### src/design/mbq_pkg.sv
// ----------------------------------------------------------------------------
// mbq_pkg
// Shared types and constants for the multichannel biquad filter.
// ----------------------------------------------------------------------------
package mbq_pkg;

  localparam int SAMPLE_W  = 24;
  localparam int COEF_W    = 20;
  localparam int FRAC_W    = 16;
  localparam int NUM_COEF  = 5;
  localparam int CFG_IDX_W = 3;
  localparam int PROD_W    = SAMPLE_W + COEF_W;
  localparam int ACC_W     = 48;
  localparam int SEL_W     = 3;

  localparam logic [CFG_IDX_W-1:0] REG_FF0 = 3'd0;
  localparam logic [CFG_IDX_W-1:0] REG_FF1 = 3'd1;
  localparam logic [CFG_IDX_W-1:0] REG_FF2 = 3'd2;
  localparam logic [CFG_IDX_W-1:0] REG_FB1 = 3'd3;
  localparam logic [CFG_IDX_W-1:0] REG_FB2 = 3'd4;

  // operand selects for the shared multiplier, one per tap
  localparam logic [SEL_W-1:0] SEL_X  = 3'd0;
  localparam logic [SEL_W-1:0] SEL_X1 = 3'd1;
  localparam logic [SEL_W-1:0] SEL_X2 = 3'd2;
  localparam logic [SEL_W-1:0] SEL_Y1 = 3'd3;
  localparam logic [SEL_W-1:0] SEL_Y2 = 3'd4;

  typedef logic signed [SAMPLE_W-1:0] sample_t;
  typedef logic signed [COEF_W-1:0]   coef_t;
  typedef logic [NUM_COEF-1:0][COEF_W-1:0] coef_bank_t;

  localparam coef_bank_t COEF_RESET = {20'h00000, 20'h00000, 20'h00000, 20'h00000, 20'h10000};

  localparam sample_t SAMPLE_MAX = 24'sh7FFFFF;
  localparam sample_t SAMPLE_MIN = 24'sh800000;

  localparam logic signed [ACC_W-1:0] ROUND_BIAS = 48'sd32768;

  typedef struct packed {
    sample_t x1;
    sample_t x2;
    sample_t y1;
    sample_t y2;
  } taps_t;

  typedef struct packed {
    logic             load;
    logic             mul_en;
    logic             acc_en;
    logic [SEL_W-1:0] sel;
  } mac_ctl_t;

endpackage

### src/design/mbq_state_mem.sv
// ----------------------------------------------------------------------------
// mbq_state_mem
// Per-channel delay line store, one entry per channel, registered read.
// An entry never written since reset reads as zero.
// ----------------------------------------------------------------------------
module mbq_state_mem #(
  parameter int CHANNELS = 2,
  parameter int ADDR_W   = 1
) (
  input  logic              clk,
  input  logic              rst,
  input  logic              rd_en,
  input  logic [ADDR_W-1:0] rd_addr,
  output mbq_pkg::taps_t    rd_data,
  input  logic              wr_en,
  input  logic [ADDR_W-1:0] wr_addr,
  input  mbq_pkg::taps_t    wr_data
);
  import mbq_pkg::*;

  taps_t               mem [CHANNELS];
  logic [CHANNELS-1:0] written;
  taps_t               rd_q;
  logic                rd_ok;

  always_ff @(posedge clk) begin
    if (wr_en) begin
      mem[wr_addr] <= wr_data;
    end
    if (rd_en) begin
      rd_q <= mem[rd_addr];
    end
  end

  always_ff @(posedge clk) begin
    if (rst) begin
      written <= '0;
      rd_ok   <= 1'b0;
    end else begin
      if (wr_en) begin
        written[wr_addr] <= 1'b1;
      end
      if (rd_en) begin
        rd_ok <= written[rd_addr];
      end
    end
  end

  assign rd_data = rd_ok ? rd_q : '0;

endmodule

### src/design/mbq_mac.sv
// ----------------------------------------------------------------------------
// mbq_mac
// Shared multiply-accumulate over the five taps, then round and saturate.
// ----------------------------------------------------------------------------
module mbq_mac (
  input  logic                clk,
  input  mbq_pkg::mac_ctl_t   ctl,
  input  mbq_pkg::coef_bank_t coefs,
  input  mbq_pkg::sample_t    x_in,
  input  mbq_pkg::taps_t      taps_in,
  output mbq_pkg::taps_t      taps,
  output mbq_pkg::sample_t    x_cur,
  output mbq_pkg::sample_t    y
);
  import mbq_pkg::*;

  logic signed [PROD_W-1:0] prod;
  logic signed [ACC_W-1:0]  acc;
  sample_t                  op;
  coef_t                    c;
  logic [ACC_W-SAMPLE_W-FRAC_W:0] hi;

  always_comb begin
    case (ctl.sel)
      SEL_X: begin
        op = x_cur;
        c  = coefs[0];
      end
      SEL_X1: begin
        op = taps.x1;
        c  = coefs[1];
      end
      SEL_X2: begin
        op = taps.x2;
        c  = coefs[2];
      end
      SEL_Y1: begin
        op = taps.y1;
        c  = coefs[3];
      end
      SEL_Y2: begin
        op = taps.y2;
        c  = coefs[4];
      end
      default: begin
        op = '0;
        c  = '0;
      end
    endcase
  end

  always_ff @(posedge clk) begin
    if (ctl.load) begin
      x_cur <= x_in;
      taps  <= taps_in;
    end
    if (ctl.mul_en) begin
      prod <= c * op;
    end
    if (ctl.load) begin
      acc <= ROUND_BIAS;
    end else if (ctl.acc_en) begin
      acc <= acc + ACC_W'(prod);
    end
  end

  // floor by 2^16, then clamp to 24 bits
  assign hi = acc[ACC_W-1:SAMPLE_W+FRAC_W-1];

  always_comb begin
    if ((&hi) || !(|hi)) begin
      y = acc[SAMPLE_W+FRAC_W-1:FRAC_W];
    end else if (acc[ACC_W-1]) begin
      y = SAMPLE_MIN;
    end else begin
      y = SAMPLE_MAX;
    end
  end

endmodule

### src/design/multichannel_biquad_filter.sv
// ----------------------------------------------------------------------------
// multichannel_biquad_filter
// Direct form I biquad with per-channel delay state held in a small memory.
// An accepted item waits in an input register, then passes through the load
// state, the MAC steps of the single shared multiplier over five taps and the
// done state. One item is filtered at a time, with state read and write-back.
// Reset: synchronous; coefficients return to pass-through, delay state reads zero.
// ----------------------------------------------------------------------------
module multichannel_biquad_filter #(
  parameter int CHANNELS = 2
) (
  input  logic                             clk,
  input  logic                             rst,
  input  logic                             cfg_write,
  input  logic [mbq_pkg::CFG_IDX_W-1:0]    cfg_index,
  input  logic [mbq_pkg::COEF_W-1:0]       cfg_data,
  input  logic                             in_valid,
  output logic                             in_stall,
  input  logic                             channel_index,
  input  mbq_pkg::sample_t                 in_sample,
  output logic                             out_valid,
  input  logic                             out_stall,
  output mbq_pkg::sample_t                 out_sample
);
  import mbq_pkg::*;

  localparam int CH_W = (CHANNELS > 1) ? $clog2(CHANNELS) : 1;

  localparam logic [2:0] S_IDLE = 3'd0;
  localparam logic [2:0] S_LOAD = 3'd1;
  localparam logic [2:0] S_MAC  = 3'd2;
  localparam logic [2:0] S_DONE = 3'd3;

  coef_bank_t       coefs;
  logic [2:0]       state;
  logic [2:0]       state_next;
  logic [SEL_W-1:0] step;
  logic             in_full;
  logic [CH_W-1:0]  in_ch;
  sample_t          in_x;
  logic [CH_W-1:0]  work_ch;
  sample_t          work_x;
  logic             take;
  logic             accept;
  logic             finish;
  mac_ctl_t         ctl;
  taps_t            rd_taps;
  taps_t            taps;
  taps_t            wr_taps;
  sample_t          x_cur;
  sample_t          y;

  always_ff @(posedge clk) begin
    if (rst) begin
      coefs <= COEF_RESET;
    end else if (cfg_write && (cfg_index <= REG_FB2)) begin
      coefs[cfg_index] <= cfg_data;
    end
  end

  assign take     = in_full && (state == S_IDLE);
  assign in_stall = in_full && !take;
  assign accept   = in_valid && !in_stall;
  assign finish   = (state == S_DONE) && (!out_valid || !out_stall);

  always_ff @(posedge clk) begin
    if (rst) begin
      in_full <= 1'b0;
    end else if (accept) begin
      in_full <= 1'b1;
    end else if (take) begin
      in_full <= 1'b0;
    end
  end

  always_ff @(posedge clk) begin
    if (accept) begin
      in_ch <= (CHANNELS > 1) ? CH_W'(channel_index) : '0;
      in_x  <= in_sample;
    end
    if (take) begin
      work_ch <= in_ch;
      work_x  <= in_x;
    end
  end

  always_comb begin
    state_next = state;
    case (state)
      S_IDLE: begin
        if (take) begin
          state_next = S_LOAD;
        end
      end
      S_LOAD: begin
        state_next = S_MAC;
      end
      S_MAC: begin
        if (step == SEL_W'(NUM_COEF)) begin
          state_next = S_DONE;
        end
      end
      S_DONE: begin
        if (finish) begin
          state_next = S_IDLE;
        end
      end
      default: begin
        state_next = S_IDLE;
      end
    endcase
  end

  always_ff @(posedge clk) begin
    if (rst) begin
      state <= S_IDLE;
      step  <= '0;
    end else begin
      state <= state_next;
      if (state == S_MAC) begin
        step <= step + SEL_W'(1);
      end else begin
        step <= '0;
      end
    end
  end

  always_comb begin
    ctl.load   = (state == S_LOAD);
    ctl.mul_en = (state == S_MAC) && (step < SEL_W'(NUM_COEF));
    ctl.acc_en = (state == S_MAC) && (step != '0);
    ctl.sel    = step;
  end

  assign wr_taps = '{x1: x_cur, x2: taps.x1, y1: y, y2: taps.y1};

  mbq_state_mem #(
    .CHANNELS (CHANNELS),
    .ADDR_W   (CH_W)
  ) u_mem (
    .clk     (clk),
    .rst     (rst),
    .rd_en   (take),
    .rd_addr (in_ch),
    .rd_data (rd_taps),
    .wr_en   (finish),
    .wr_addr (work_ch),
    .wr_data (wr_taps)
  );

  mbq_mac u_mac (
    .clk     (clk),
    .ctl     (ctl),
    .coefs   (coefs),
    .x_in    (work_x),
    .taps_in (rd_taps),
    .taps    (taps),
    .x_cur   (x_cur),
    .y       (y)
  );

  always_ff @(posedge clk) begin
    if (rst) begin
      out_valid <= 1'b0;
    end else if (finish) begin
      out_valid <= 1'b1;
    end else if (!out_stall) begin
      out_valid <= 1'b0;
    end
  end

  always_ff @(posedge clk) begin
    if (finish) begin
      out_sample <= y;
    end
  end

endmodule

### config.mk
export PLATFORM = sky130hd
export DESIGN_NAME = multichannel_biquad_filter
export DESIGN_NICKNAME = d
export VERILOG_FILES = /design/src/design/mbq_pkg.sv /design/src/design/mbq_state_mem.sv /design/src/design/mbq_mac.sv /design/src/design/multichannel_biquad_filter.sv
export SDC_FILE = /design/constraint.sdc
export NUM_CORES = 2
export LEC_CHECK = 0
export BUFFER_PORTS_ARGS = -buffer_cell sky130_fd_sc_hd__buf_4
export CELL_PAD_IN_SITES_DETAIL_PLACEMENT = 0
export CELL_PAD_IN_SITES_GLOBAL_PLACEMENT = 2
export CORE_MARGIN = 5
export CORE_UTILIZATION = 35
export CTS_CLUSTER_SIZE = 25
export DETAILED_ROUTE_END_ITERATION = 10
export GPL_ROUTABILITY_DRIVEN = 0
export MAX_ROUTING_LAYER = met4
export PLACE_DENSITY = 0.79
export RECOVER_POWER = 50
export SYNTH_ARGS = -nofsm -noshare
export SYNTH_HDL_FRONTEND = slang
export SYNTH_SLANG_ARGS = --single-unit
### constraint.sdc
create_clock -name clk -period 9.44 [get_ports clk]
set_clock_uncertainty 0.2 [all_clocks]
set_input_delay 2.36 -clock clk [delete_from_list [all_inputs] [get_ports clk]]
set_output_delay 2.36 -clock clk [all_outputs]
set_load 0.05 [all_outputs]
==> flow_summary.json <==
{
  "timing.final.ws_setup_ns": 0.482,
  "die-height_um": 367,
  "violations_in_the_final_reports": "max-capacitance violations, max-slew violations",
  "worst_path_fanout_max": 11,
  "synth.net_count": 4787,
  "grt_pass1_wl_um": 189000,
  "dominantRegCellSynth": "sky130_fd_sc_hd__edfxtp_1",
  "class_of_the_tightest_hold_or_removal_check": "register to register",
  "viasPerCell": 5.01,
  "globalRouteOverflowTotal": 0,
  "boundaryPins": 79,
  "p_sw_uw": 4380,
  "yosysWarningCount": 0,
  "outcome": "finished, violations left",
  "critical_path.endpoint_type": "register",
  "cts.path.max_buffers": 3,
  "worstSetupPathType": "register to register",
  "input_output_buffers": 78,
  "ctsRootBufferMaster": "sky130_fd_sc_hd__clkbuf_16",
  "final_report_setup_violation_count": 0,
  "timing.final.hold_violations": 0,
  "finalPower_uw": 11500,
  "wl_per_cell_um": 20.6,
  "maxSlewHeadroom_pct": -191,
  "die_area_um2": 135000,
  "vdd_drop_max_uv": 144,
  "clock.fmax_mhz": 112,
  "fin_nets": 4858,
  "netlist.area_leader.share_pct": 35.3,
  "ys_async_sr_fraction_pct": 0,
  "synthMostInstantiatedCell": "sky130_fd_sc_hd__inv_1",
  "clock_group_share_of_total_power_pct": 25.3,
  "cts_buf_count": 74,
  "drt-initial-drc-count": 2237,
  "final.min_clock_period_ns": 8.96,
  "finalWirelength_um": 121000,
  "final_max_slew_viol_count": 434,
  "switching_share_pct": 38.1,
  "initial_core_util_pct": 35.1,
  "globalRouteTotalUtil_pct": 18.6,
  "max_cap_violations": 8,
  "std_cell_rows": 131,
  "die_width_um": 367,
  "drc": 0,
  "setup.worst_path.start_class": "register",
  "avgSynthCellArea_um2": 11.0,
  "post_route_cells_drive_above_1_share_pct": 10.2,
  "clk-insertion-delay-late_ns": 0.69,
  "post_synth_inst_count": 4070,
  "number_of_antenna_violating_nets_in_the_routed_design": 0,
  "critPathArrivalTime_ns": 9.18,
  "critical_path.max_stage_delay_ns": 0.61,
  "power.share.combinational_pct": 38.3,
  "placement.setup.worst_slack_ns": 0.264,
  "crit_required_ns": 9.66,
  "yosys-top-cells-count": "614 x sky130_fd_sc_hd__inv_1, 604 x sky130_fd_sc_hd__nand2_1, 526 x sky130_fd_sc_hd__edfxtp_1, 493 x sky130_fd_sc_hd__fa_1, 251 x sky130_fd_sc_hd__nor2_1",
  "detailed_placement_hpwl_um": 90200,
  "timing_worst_slew_pin_value_ns": 4.36,
  "cp_common_cell": "sky130_fd_sc_hd__fa_1",
  "dpl.cell_count": 5727,
  "clock_sink_count": 684,
  "ys_seq_area_share_pct": 42.4,
  "antennaDiodeCount": 0,
  "highest_delay_cell_along_the_critical_path": "sky130_fd_sc_hd__o21a_1",
  "area_growth_pct": 12.1,
  "synth_cell_type_count": 63,
  "grt_setup_unrepaired": "false",
  "p_leak_uw": 0.0209,
  "post_cts_buffers": 0,
  "power_density_nw_per_um2": 229,
  "period_share_pct": 94.9,
  "cts_tree": "done",
  "grt_pass1_vias": 30600,
  "fp.coreArea_um2": 127000,
  "post-synth-top-area-cell": "sky130_fd_sc_hd__edfxtp_1",
  "ys_seq_elements": 684,
  "netlist_top_cells_area": "sky130_fd_sc_hd__edfxtp_1 35%, sky130_fd_sc_hd__fa_1 22%, sky130_fd_sc_hd__dfxtp_1 7.1%",
  "cts_htree_levels": 3,
  "syn_area_um2": 44700,
  "synth_edf_count": 526,
  "antenna_found_initial": 3,
  "cell_int_power_uw": 7110,
  "seqPwrFrac_pct": 36.4,
  "setup_tns_ns": 0,
  "worst_setup_hold_path_clk_slew_ns": 0.06,
  "layout.cells.non_filler": 5864,
  "vias": 29400,
  "grt_max_degree": 72,
  "drt-pass1-iter-count": 7
}
-- power groups by stage --
stage | logic (µW) | clock network (µW) | registers [µW]
final | 4400 | 2910 | 4180
after global routing | 4920 | 3100 | 4220
after CTS | 4500 | 2980 | 4160
after detailed placement | 4460 | 0 | 4210
after global placement | 4460 | 0 | 4210
after floorplan | 2890 | 0 | 4140
-- logic make-up (layout without fill, tap and decap cells) --
| logic type | after synthesis | in the layout | share of synthesized area [%] |
|---|---|---|---|
| compound gates | 594 | 594 | 8.66 |
| xor+xnor | 78 | 78 | 1.53 |
| fa+ha+maj | 664 | 664 | 26.9 |
| buf+inv | 801 | 933 | 6.73 |
| flops | 684 | 684 | 42.4 |
| mux | 105 | 105 | 2.63 |
| simple gates | 1144 | 1144 | 11.2 |
-- cells in the final DEF, fill, tap and decap left out, types with 39 or more instances in the layout --
cell	netlist	final
sky130_fd_sc_hd__ha_1	171	168
sky130_fd_sc_hd__buf_4	0	144
sky130_fd_sc_hd__edfxtp_1	526	526
sky130_fd_sc_hd__dfxtp_1	158	157
sky130_fd_sc_hd__nand2_1	604	604
sky130_fd_sc_hd__a22oi_1	47	47
sky130_fd_sc_hd__o21ai_0	84	70
sky130_fd_sc_hd__a222oi_1	39	39
sky130_fd_sc_hd__mux2_2	99	95
sky130_fd_sc_hd__and2_1	120	43
sky130_fd_sc_hd__a21oi_1	213	213
sky130_fd_sc_hd__nor2_1	251	251
sky130_fd_sc_hd__xnor2_1	56	56
sky130_fd_sc_hd__and2_0	0	75
sky130_fd_sc_hd__clkbuf_16	0	74
sky130_fd_sc_hd__a21o_1	56	56
sky130_fd_sc_hd__inv_1	614	614
sky130_fd_sc_hd__fa_1	493	493
-- final cells by class --
type                    instances  area, µm²
inverters                     614       2300
repair buffers                182       1410
flip-flops and latches        684      19000
fillers                     12300      77100
clock inverters                47        537
well taps                    1662       2080
clock buffers                  90       1920
multi-input cells            2585      22900
-- worst paths after layout --
check / from / endpoint / slack [ns] / cells after the start
setup / recovery: step[0] / u_mac.prod[43] / 0.48 / 30
hold / removal: work_x[8] / u_mac.x_cur[8] / 0.21 / 0
setup reg to reg: step[0] / u_mac.prod[43] / 0.48 / 30
hold reg to reg: work_x[8] / u_mac.x_cur[8] / 0.21 / 0
-- registers in the layout, indices dropped and copies added, names as in the netlist --
name and flops:
u_mac.x_cur 24, u_mac.prod 44, in_full 1, u_mac.acc 48
work_ch 1, in_x 24, u_mem.rd_ok 1, u_mem.rd_q 96
u_mem.written 2, coefs 100, out_sample 24, in_ch 1
state 2, step 3, u_mem.mem 192, u_mac.taps 96
out_valid 1, work_x 24
-- metal layers --
metal | share of wire [%] | wire length (µm) | vias to the layer above | track usage (%)
met5 | 0 | 0 | - | -
met1 | 44 | 53400 | 15100 | 25.1
li1 | - | - | 13500 | -
met2 | 49 | 58700 | 703 | 30.5
met3 | 5.6 | 6750 | 130 | 2.58
met4 | 1.7 | 2080 | 0 | 3.71
-- metrics by stage --
stage / utilization [%] / cell area, µm² / hold slack, ns
2_1_floorplan: - / 44700 / 0.200
3_3_place_gp: 37.5 / 47700 / 0.204
3_5_place_dp: 37.5 / 47700 / 0.205
4_1_cts: 39.4 / 50100 / 0.218
5_1_grt: 39.4 / 50100 / 0.224
6_report: 39.4 / 50100 / 0.214
-- what timing repair did --
action,4_1_cts,5_1_grt
hold buffers,0,0
setup endpoints to repair,0,5
resized for setup,0,8
hold endpoints to repair,0,0
-- critical path, delay by kind of cell (launching register included) --
family                   cells  cell delay, ns
adder cells (fa/ha/maj)      9            4.23
buffers and inverters        7            0.66
XOR/XNOR                     1            0.12
flip-flops                   1            0.40
AO/OA/AOI/OAI                8            2.10
AND/OR/NAND/NOR              5            1.01
No activity file was read; power rests on OpenSTA's default activity.
